===== config.mk =====
export PLATFORM = sky130hd
export DESIGN_NAME = register_datagram_framer_crc8_unit
export DESIGN_NICKNAME = d
export VERILOG_FILES = /design/src/rtl/rdfc8_pkg.sv /design/src/rtl/register_datagram_framer_crc8_unit.sv
export SDC_FILE = /design/constraint.sdc
export NUM_CORES = 1
export LEC_CHECK = 0
export BUFFER_PORTS_ARGS = -buffer_cell sky130_fd_sc_hd__buf_4
export CAP_MARGIN = 20
export CORE_MARGIN = 5
export CORE_UTILIZATION = 43
export CTS_CLUSTER_SIZE = 16
export DETAILED_ROUTE_END_ITERATION = 7
export GPL_ROUTABILITY_DRIVEN = 1
export PLACE_DENSITY = 0.6
export SYNTH_ARGS = -nofsm -noshare
export SYNTH_HDL_FRONTEND = slang
export SYNTH_SLANG_ARGS = --single-unit

===== constraint.sdc =====
create_clock -name clk_i -period 4.7 [get_ports clk_i]
set_input_delay 0.47 -clock clk_i [delete_from_list [all_inputs] [get_ports clk_i]]
set_output_delay 0.47 -clock clk_i [all_outputs]
set_load 0.02 [all_outputs]

===== src/rtl/rdfc8_pkg.sv =====
// Shared types, constants and the CRC-8 step for the datagram framer.
package rdfc8_pkg;

  typedef enum logic [1:0] {
    CMD_WRITE = 2'd0,
    CMD_READ  = 2'd1,
    CMD_RX    = 2'd2,
    CMD_TICK  = 2'd3
  } cmd_e;

  typedef enum logic [1:0] {
    KIND_TX      = 2'd0,
    KIND_VALUE   = 2'd1,
    KIND_TIMEOUT = 2'd2
  } kind_e;

  typedef enum logic {
    REG_NODE_ADDR = 1'b0,
    REG_TIMEOUT   = 1'b1
  } reg_idx_e;

  localparam int unsigned AddrW     = 7;
  localparam int unsigned TimeoutW  = 10;
  localparam int unsigned CfgDataW  = 10;
  localparam int unsigned CntW      = 4;
  localparam int unsigned FrameLen  = 7;   // data bytes held before the CRC byte

  localparam logic [7:0]          SyncByte     = 8'h05;
  localparam logic [7:0]          WriteFlag    = 8'h80;
  localparam logic [7:0]          CrcPoly      = 8'h07;
  localparam logic [TimeoutW-1:0] TimeoutReset = 10'd200;
  localparam logic [TimeoutW-1:0] TimeoutMax   = 10'd1023;
  localparam logic [CntW-1:0]     WriteLen     = 4'd8;
  localparam logic [CntW-1:0]     ReadLen      = 4'd4;
  localparam logic [CntW-1:0]     ReplyLast    = 4'd7;
  localparam logic [CntW-1:0]     ReplyDataPos = 4'd4;

  // MSB-first CRC-8 over one byte.
  function automatic logic [7:0] crc8_byte(logic [7:0] crc_in, logic [7:0] data);
    logic [7:0] crc;
    logic [7:0] c;
    logic       top;
    crc = crc_in;
    c   = data;
    for (int b = 0; b < 8; b++) begin
      top = crc[7] ^ c[7];
      crc = {crc[6:0], 1'b0};
      if (top) begin
        crc = crc ^ CrcPoly;
      end
      c = {c[6:0], 1'b0};
    end
    return crc;
  endfunction

endpackage


===== src/rtl/register_datagram_framer_crc8_unit.sv =====
// Datagram framer: request framing with CRC-8, reply assembly and reply timeout.
// Latency: the first result word is offered the cycle after its item is accepted.
// Throughput: a write request yields 8 words and a read request 4, one word per cycle while
// m_axis_tready_i is high; the next item is taken in the cycle the last word is taken.
// The output frame register sets this.
// Reset (rst_ni low, async): idle, no pending read, node address 0, timeout 200 ticks.
module register_datagram_framer_crc8_unit (
  input  logic        clk_i,
  input  logic        rst_ni,
  // configuration write port
  input  logic        cfg_we_i,
  input  logic        cfg_idx_i,
  input  logic [rdfc8_pkg::CfgDataW-1:0] cfg_data_i,
  // input stream
  input  logic        s_axis_tvalid_i,
  output logic        s_axis_tready_o,
  input  logic [47:0] s_axis_tdata_i,   // [7:0] reg_addr, [39:8] write_value, [47:40] rx_byte
  input  logic [1:0]  s_axis_tuser_i,   // [1:0] cmd
  // result stream
  output logic        m_axis_tvalid_o,
  input  logic        m_axis_tready_i,
  output logic [39:0] m_axis_tdata_o,   // [7:0] tx_byte, [39:8] read_value
  output logic [1:0]  m_axis_tuser_o,   // [1:0] kind
  output logic        m_axis_tlast_o
);

  // Unpack the input word.
  logic [7:0]  reg_addr;
  logic [31:0] write_value;
  logic [7:0]  rx_byte;
  rdfc8_pkg::cmd_e cmd;

  assign reg_addr    = s_axis_tdata_i[7:0];
  assign write_value = s_axis_tdata_i[39:8];
  assign rx_byte     = s_axis_tdata_i[47:40];
  assign cmd         = rdfc8_pkg::cmd_e'(s_axis_tuser_i);

  // Configuration registers.
  logic [rdfc8_pkg::AddrW-1:0]    node_addr_q;
  logic [rdfc8_pkg::TimeoutW-1:0] timeout_lim_q;

  always_ff @(posedge clk_i or negedge rst_ni) begin
    if (!rst_ni) begin
      node_addr_q   <= '0;
      timeout_lim_q <= rdfc8_pkg::TimeoutReset;
    end else if (cfg_we_i) begin
      case (rdfc8_pkg::reg_idx_e'(cfg_idx_i))
        rdfc8_pkg::REG_NODE_ADDR: node_addr_q   <= cfg_data_i[rdfc8_pkg::AddrW-1:0];
        rdfc8_pkg::REG_TIMEOUT:   timeout_lim_q <= cfg_data_i[rdfc8_pkg::TimeoutW-1:0];
        default: ;
      endcase
    end
  end

  // Reply tracking state.
  logic                           awaiting_q, awaiting_d;
  logic [rdfc8_pkg::CntW-1:0]     reply_cnt_q, reply_cnt_d;
  logic [31:0]                    reply_val_q, reply_val_d;
  logic [rdfc8_pkg::TimeoutW-1:0] tick_cnt_q, tick_cnt_d;

  // Output frame register: pending words, oldest at index 0.
  logic [7:0]                 bytes_q [rdfc8_pkg::FrameLen];
  logic [7:0]                 bytes_d [rdfc8_pkg::FrameLen];
  logic [rdfc8_pkg::CntW-1:0] cnt_q, cnt_d;      // words still to send
  rdfc8_pkg::kind_e           kind_q, kind_d;
  logic [31:0]                val_q, val_d;
  logic [7:0]                 crc_q, crc_d;      // running CRC over words already sent

  logic s_fire, m_fire, last_word;

  assign last_word       = (cnt_q == rdfc8_pkg::CntW'(1));
  assign m_fire          = m_axis_tvalid_o && m_axis_tready_i;
  // Take a new item once the frame is empty or its final word leaves this cycle.
  assign s_axis_tready_o = (cnt_q == '0) || (last_word && m_axis_tready_i);
  assign s_fire          = s_axis_tvalid_i && s_axis_tready_o;

  logic [rdfc8_pkg::CntW-1:0]     reply_cnt_inc;
  logic [31:0]                    reply_val_shift;
  logic [rdfc8_pkg::TimeoutW-1:0] tick_cnt_inc;

  assign reply_cnt_inc   = reply_cnt_q + rdfc8_pkg::CntW'(1);
  assign reply_val_shift = (reply_cnt_q >= rdfc8_pkg::ReplyDataPos) ?
                           {reply_val_q[23:0], rx_byte} : reply_val_q;
  assign tick_cnt_inc    = (tick_cnt_q < rdfc8_pkg::TimeoutMax) ?
                           tick_cnt_q + rdfc8_pkg::TimeoutW'(1) : tick_cnt_q;

  always_comb begin
    awaiting_d  = awaiting_q;
    reply_cnt_d = reply_cnt_q;
    reply_val_d = reply_val_q;
    tick_cnt_d  = tick_cnt_q;
    bytes_d     = bytes_q;
    cnt_d       = cnt_q;
    kind_d      = kind_q;
    val_d       = val_q;
    crc_d       = crc_q;

    // Advance the frame: drop the word taken and fold it into the CRC.
    if (m_fire) begin
      for (int i = 0; i < rdfc8_pkg::FrameLen - 1; i++) begin
        bytes_d[i] = bytes_q[i+1];
      end
      bytes_d[rdfc8_pkg::FrameLen-1] = '0;
      crc_d = rdfc8_pkg::crc8_byte(crc_q, bytes_q[0]);
      cnt_d = cnt_q - rdfc8_pkg::CntW'(1);
    end

    if (s_fire) begin
      case (cmd)
        rdfc8_pkg::CMD_WRITE, rdfc8_pkg::CMD_READ: begin
          // A request abandons any pending read.
          reply_cnt_d = '0;
          reply_val_d = '0;
          tick_cnt_d  = '0;
          awaiting_d  = (cmd == rdfc8_pkg::CMD_READ);
          bytes_d[0]  = rdfc8_pkg::SyncByte;
          bytes_d[2]  = reg_addr;
          kind_d      = rdfc8_pkg::KIND_TX;
          val_d       = '0;
          crc_d       = '0;
          if (cmd == rdfc8_pkg::CMD_WRITE) begin
            bytes_d[1] = rdfc8_pkg::WriteFlag | {1'b0, node_addr_q};
            bytes_d[3] = write_value[31:24];
            bytes_d[4] = write_value[23:16];
            bytes_d[5] = write_value[15:8];
            bytes_d[6] = write_value[7:0];
            cnt_d      = rdfc8_pkg::WriteLen;
          end else begin
            bytes_d[1] = {1'b0, node_addr_q};
            bytes_d[3] = '0;
            bytes_d[4] = '0;
            bytes_d[5] = '0;
            bytes_d[6] = '0;
            cnt_d      = rdfc8_pkg::ReadLen;
          end
        end
        rdfc8_pkg::CMD_RX: begin
          if (awaiting_q) begin
            reply_val_d = reply_val_shift;
            reply_cnt_d = reply_cnt_inc;
            if (reply_cnt_q == rdfc8_pkg::ReplyLast) begin
              // Eighth reply byte: hand back the value and go idle.
              awaiting_d  = 1'b0;
              reply_cnt_d = '0;
              reply_val_d = '0;
              tick_cnt_d  = '0;
              kind_d      = rdfc8_pkg::KIND_VALUE;
              val_d       = reply_val_shift;
              cnt_d       = rdfc8_pkg::CntW'(1);
            end
          end
        end
        rdfc8_pkg::CMD_TICK: begin
          if (awaiting_q) begin
            tick_cnt_d = tick_cnt_inc;
            if (tick_cnt_inc >= timeout_lim_q) begin
              awaiting_d  = 1'b0;
              reply_cnt_d = '0;
              reply_val_d = '0;
              tick_cnt_d  = '0;
              kind_d      = rdfc8_pkg::KIND_TIMEOUT;
              val_d       = '0;
              cnt_d       = rdfc8_pkg::CntW'(1);
            end
          end
        end
        default: ;
      endcase
    end
  end

  always_ff @(posedge clk_i or negedge rst_ni) begin
    if (!rst_ni) begin
      awaiting_q  <= 1'b0;
      reply_cnt_q <= '0;
      reply_val_q <= '0;
      tick_cnt_q  <= '0;
      cnt_q       <= '0;
      kind_q      <= rdfc8_pkg::KIND_TX;
    end else begin
      awaiting_q  <= awaiting_d;
      reply_cnt_q <= reply_cnt_d;
      reply_val_q <= reply_val_d;
      tick_cnt_q  <= tick_cnt_d;
      cnt_q       <= cnt_d;
      kind_q      <= kind_d;
    end
  end

  always_ff @(posedge clk_i) begin
    bytes_q <= bytes_d;
    val_q   <= val_d;
    crc_q   <= crc_d;
  end

  // Present the head word; the final word of a datagram is the CRC.
  logic [7:0] tx_byte;

  always_comb begin
    tx_byte = bytes_q[0];
    if (kind_q != rdfc8_pkg::KIND_TX) begin
      tx_byte = '0;
    end else if (last_word) begin
      tx_byte = crc_q;
    end
  end

  assign m_axis_tvalid_o = (cnt_q != '0);
  assign m_axis_tdata_o  = {val_q, tx_byte};
  assign m_axis_tuser_o  = kind_q;
  assign m_axis_tlast_o  = last_word;

`ifndef SYNTHESIS
  // The frame never holds more words than a write datagram.
  assert property (@(posedge clk_i) disable iff (!rst_ni)
    cnt_q <= rdfc8_pkg::WriteLen)
    else $error("frame word count out of range");

  // A read or timeout result is always a single, final word.
  assert property (@(posedge clk_i) disable iff (!rst_ni)
    (m_axis_tvalid_o && (kind_q != rdfc8_pkg::KIND_TX)) |-> last_word)
    else $error("reply result is not a single word");

  // An accepted read request leaves a pending read behind.
  assert property (@(posedge clk_i) disable iff (!rst_ni)
    (s_fire && (cmd == rdfc8_pkg::CMD_READ)) |=> (awaiting_q && (cnt_q == rdfc8_pkg::ReadLen)))
    else $error("read request not tracked");

  // Input is stalled only while result words are waiting.
  assert property (@(posedge clk_i) disable iff (!rst_ni)
    !s_axis_tready_o |-> m_axis_tvalid_o)
    else $error("input stalled with empty frame");
`endif

endmodule

# Word level (Yosys, flattened, before mapping)
# Index checks and enable logic that the tools add are counted.
# word_totals
regBits	166
latchBits	0
ram_bits	0
romBits	0
inputBits	66
out_inout_bits	45
word_cells	126
mem_count	0
# op_classes
n_addsub	3
n_mul	0
div	0
order_cmp	3
n_eq_ne	9
n_shift	0
mux	63
bitwise	17
reduce_logical	14
# ops
op	n
$mux W32	8
$pmux W32 S3	2
$mux W56	3
$mux W8	13
$mux W10	5
$mux W4	11
$pmux W10 S3	1
$mux W3	8
$not A3 Y3	8
$pmux W4 S3	2
$add A10 B1 Y10 const B	1
$ge A10 B10 Y1	1
$lt A10 B10 Y1 const B	1
$mux W2	4
$ne A2 B2 Y1 const B	4
$reduce_and A4 Y1	2
$xor A1 B1 Y1	8
$pmux W2 S3	1
$reduce_and A5 Y1	1
$add A4 B1 Y4 const B	1
$eq A2 B2 Y1 const B	2
$eq A4 B1 Y1 const B	1
$eq A4 B3 Y1 const B	1
$ge A4 B3 Y1 const B	1
other kinds (13)	19

# Logic depth before layout (Yosys ltp)
# depth
word_depth	26
mapped_depth	14
mapped_depth_nobuf	13

# Worst setup path before layout
# No wires, ideal clock.
# synth_path
kind	flip-flop to flip-flop
startpoint	register tick_cnt_q[3] (netlist name)
endpoint	register val_q[0] (enable)
setup_ns	0.408
arrival_time_ns	3.473
required_time_ns	4.292
setup_slack_ns	0.818
path_stages_with_launch	10
path_buffers	0
synth_period_minus_slack_ns	3.882
path_cell_list	dfrtp_1 > nand4_1 > or2_2 > nor2_1 > mux2_2 > ha_1 > a21oi_1 > o31ai_2 > nor2_1 > a31oi_2
# synth_between
elab_chain_len	5
word_cells_on_any_way	6
classes_between	add/sub: 1; order compare: 2; eq/ne: 1; mux: 1; reduce/logical: 1
# synth_lines
item	line_no	source
start, declared	register_datagram_framer_crc8_unit.sv:59	logic [rdfc8_pkg::TimeoutW-1:0] tick_cnt_q, tick_cnt_d;
start signal, assigned	register_datagram_framer_crc8_unit.sv:184	tick_cnt_q <= tick_cnt_d;
$add A10 B1 Y10 / $lt A10 B10 Y1 (equally long branches)	register_datagram_framer_crc8_unit.sv:85, register_datagram_framer_crc8_unit.sv:84	
$mux W10 *	register_datagram_framer_crc8_unit.sv:84	assign tick_cnt_inc = (tick_cnt_q < rdfc8_pkg::TimeoutMax) ?
$ge A10 B10 Y1 *	register_datagram_framer_crc8_unit.sv:156	if (tick_cnt_inc >= timeout_lim_q) begin
$ne A2 B2 Y1 (no line) *	n/a	
$reduce_and A5 Y1 (no line) *	n/a	
end signal, assigned	register_datagram_framer_crc8_unit.sv:192	val_q <= val_d;
end, declared	register_datagram_framer_crc8_unit.sv:66	logic [31:0] val_q, val_d;
# Mark *: on every way between the ends. The rest lies on a longest branch, timed or not.
# A chain may end at the register's enable or synchronous reset.

# Worst setup path after layout
# layout_path
startpoint	register tick_cnt_q[3] (netlist name)
endpoint	register val_q[25] (enable)
# Same word-level chain as after synthesis.

==> impl_metrics.json <==
{
  "gr-usage-met2": 0.2947,
  "rsz0062_at_grt": "false",
  "io_buffers": 110,
  "cp_data_arrival_time_ns": 3.67,
  "worstSetupStartpointType": "flip-flop",
  "finalSetupTns_ns": 0,
  "hold_path_class": "in2async",
  "synth.top_cell.area_share": 0.2234,
  "synth_top_family_by_area": "compound AO/OA/AOI/OAI gates",
  "ff2ff_path_depth": 10,
  "antenna_found_initial": 0,
  "hpwl_um": 12150,
  "final-max-slew-violation-count": 0,
  "power_density_nw_per_um2": 512.0,
  "routed_wl_um": 18000,
  "max_slew_margin": 0.3367,
  "leakagePower_nw": 3.821,
  "cts_made_buffers": 17,
  "cp_common_cell": "nor2_1",
  "ys.flop_type": "dfrtp_1",
  "cts_root_buffer": "clkbuf_16",
  "cpMaxStageDelayCell": "o31ai_2",
  "drv_cap": 0,
  "setup_viol": 0,
  "initial_utilization": 0.4353,
  "cts_tree": "yes",
  "first_pass_iters": 4,
  "synth_area_leaders": "dfrtp_1, dfxtp_1, edfxtp_1",
  "synthXorXnorAreaFrac": 0.03368,
  "grt_overflow": 0,
  "r2r_end": "val_q[25]$_SDFFCE_PN0P_",
  "grt_pass1_vias": 5943,
  "clock_path_buffers": 2,
  "path_cells": "nand4_1 > or2_2 > nor2_1 > mux2_2 > ha_1 > a21oi_1 > o31ai_2 > nor2_1 > a31oi_4 > buf_4",
  "cp_max_fo": 36,
  "synth-seq-cells": 166,
  "fin_nets": 948,
  "ir_drop_mv": 0.3103,
  "wl_per_cell_um": 16.27,
  "cts_sinks": 166,
  "worst_pin_slew_ns": 0.9914,
  "synth.cell_area_um2": 7503,
  "synth_mux_area_frac": 0.03902,
  "skew_ns": 0.01601,
  "grt_use_met3": 0.04335,
  "core_um2": 17240,
  "route.detailed.drc": 0,
  "fmax_mhz": 277.1,
  "busiest_layer": "met2",
  "path_clk_slew_ns": 0.06,
  "die_w_um": 142.1,
  "layout-drive-gt1-share": 0.2100,
  "synthCells": 782,
  "async_flop_share": 0.4217,
  "post-cts-setup-buffers": 0,
  "fp-row-count": 48,
  "holdBufCountCts": 0,
  "cts_resized": 0,
  "antenna-diode-count": 0,
  "final-hold-violation-count": 0,
  "ant_nets": 0,
  "worst_setup_path_end_kind": "flip-flop",
  "utilization": 0.5274,
  "timing.final.crit_period_ns": 3.609,
  "ios": 111,
  "grt_pass1_wl_um": 29750,
  "vias": 5902,
  "synth_edf_count": 32,
  "fin_crit_sh": 0.7678,
  "die_h_um": 142.1,
  "gp_congestion": 0.8315,
  "yosysUniqueCellTypes": 54,
  "syn_area_per_cell_um2": 9.595,
  "clk_latency_ns": 0.43,
  "grt_use_met1": 0.2399,
  "yosysSeqAreaShare": 0.5328,
  "drtIter0Drc": 364,
  "syn_to_final_growth_pct": 21.16,
  "synth_simple_gate_area_share": 0.1641,
  "crit_type": "reg2reg",
  "crit-reg2reg-launch": "tick_cnt_q[3]$_DFFE_PN0P_",
  "cpPeakStageDelay_ns": 0.48,
  "synthesis.nets": 862,
  "status": "finished clean",
  "synth-adder-area-share": 0.02335,
  "grt_max_degree": 71,
  "dieArea_um2": 20190,
  "yosys.area.top_type": "dfrtp_1",
  "viasPerCell": 5.336,
  "htree_levels": 4,
  "grt.total_usage": 0.1812,
  "crit_required_ns": 4.76,
  "yosys_warnings": 0,
  "r2r_setup_slack_ns": 1.09,
  "synth_compound_area_frac": 0.1701
}
-- logic make-up after synthesis --
| kind of cell | after synthesis |
|---|---|
| buffers and inverters | 65 |
| xor gates and xnor gates | 28 |
| DFF | 166 |
| adders and majority gates | 14 |
| AOI/OAI and AO/OA | 194 |
| and+or+nand+nor | 288 |
| muxes | 27 |
-- layer usage --
metal  routed length [µm]  share of wire  vias up
met5                    0              0        -
met4                  320          0.018        0
met3                  907          0.050       21
met2                 8871           0.49      124
met1                 7899           0.44     2856
li1                     -              -     2901
-- cell usage in the layout, fill, tap and decap left out, types with 3 or more instances in the layout --
| master | instances |
|---|---|
| and2_1 | 4 |
| nand2_2 | 3 |
| nand2_1 | 182 |
| clkbuf_16 | 17 |
| a211oi_1 | 4 |
| mux2i_1 | 9 |
| or3_1 | 5 |
| o21ai_0 | 14 |
| nand3b_1 | 8 |
| nor2b_1 | 3 |
| dfrtp_1 | 67 |
| inv_1 | 15 |
| nand4_1 | 4 |
| edfxtp_1 | 32 |
| buf_4 | 116 |
| dfxtp_1 | 64 |
| nor2_1 | 41 |
| nand3_1 | 18 |
| xnor2_1 | 19 |
| clkinvlp_4 | 4 |
| xor2_1 | 8 |
| nor3_1 | 4 |
| bufinv_16 | 3 |
| dfstp_2 | 3 |
| a21o_1 | 6 |
| a31oi_1 | 40 |
| a22o_1 | 38 |
| ha_1 | 14 |
| mux2_2 | 18 |
| a21oi_1 | 76 |
| or2_2 | 3 |
-- synth_stat cells (8+ instances only) --
cell type and count:
nand3b_1 8, inv_1 15, dfrtp_1 67, edfxtp_1 32
mux2i_1 9, a21oi_1 76, a22o_1 38, nor2_1 42
clkbuf_1 39, a31oi_1 40, o21ai_0 14, ha_1 14
xnor2_1 19, dfxtp_1 64, nand3_1 18, xor2_1 8
nand2_1 184, mux2_2 18
-- state kept, by name, summed over array words and instances, names as in the netlist, 4 cells and up --
register,cells
timeout_lim_q,10
reply_val_q,32
cnt_q,4
crc_q,8
tick_cnt_q,10
val_q,32
reply_cnt_q,4
node_addr_q,7
bytes_q,56
-- final cells by class --
type                       count  area [µm²]
tap                          225       281.5
sequential                   166        3998
inverter                      15       56.30
timing repair buffer         117       890.9
clock buffer                  18       439.2
fill                        1582        8145
multi-input combinational    551        3252
clock inverter                14       173.9
-- worst max path at each step --
stage / from / endpoint / slack [ns] / cells past startpoint
finish: tick_cnt_q[3]$_DFFE_PN0P_ / val_q[25]$_SDFFCE_PN0P_ / 1.09 / 10
detailed placement: tick_cnt_q[3]$_DFFE_PN0P_ / val_q[14]$_SDFFCE_PN0P_ / 1.12 / 10
global route: tick_cnt_q[3]$_DFFE_PN0P_ / val_q[24]$_SDFFCE_PN0P_ / 0.88 / 10
floorplan: tick_cnt_q[3]$_DFFE_PN0P_ / val_q[0]$_SDFFCE_PN0P_ / 0.82 / 9
global placement: tick_cnt_q[3]$_DFFE_PN0P_ / val_q[8]$_SDFFCE_PN0P_ / 1.24 / 10
CTS: tick_cnt_q[3]$_DFFE_PN0P_ / val_q[31]$_SDFFCE_PN0P_ / 1.10 / 10
-- critical path: cells and delay by family, from the launching register on --
kind                       cells  cell delay [ns]
and+or+nand+nor                4             0.93
AOI/OAI and AO/OA              3             0.75
DFF                            1             0.47
buffers and inverters          1             0.43
muxes                          1             0.38
adders and majority gates      1             0.28
-- per-stage QoR --
step	power (mW)	std cells	instance area, µm²	hold WS [ns]	setup slack [ns]
2_1_floorplan	2.874	782	7503	0.1744	0.8184
5_1_grt	4.934	1106	9091	0.2626	0.8751
3_3_place_gp	3.192	1073	8458	0.4462	1.236
3_5_place_dp	3.233	1073	8458	0.4463	1.121
4_1_cts	4.688	1105	9071	0.2065	1.098
6_report	4.655	1106	9091	0.1812	1.091
-- power breakdown --
part	switching (mW)	leakage (nW)	total, mW	internal (mW)
combinational	0.672	1.78	1.26	0.584
clock	0.589	0.286	1.44	0.855
sequential	0.206	1.76	1.95	1.75
Note: power is estimated with default switching activity, not from simulation.
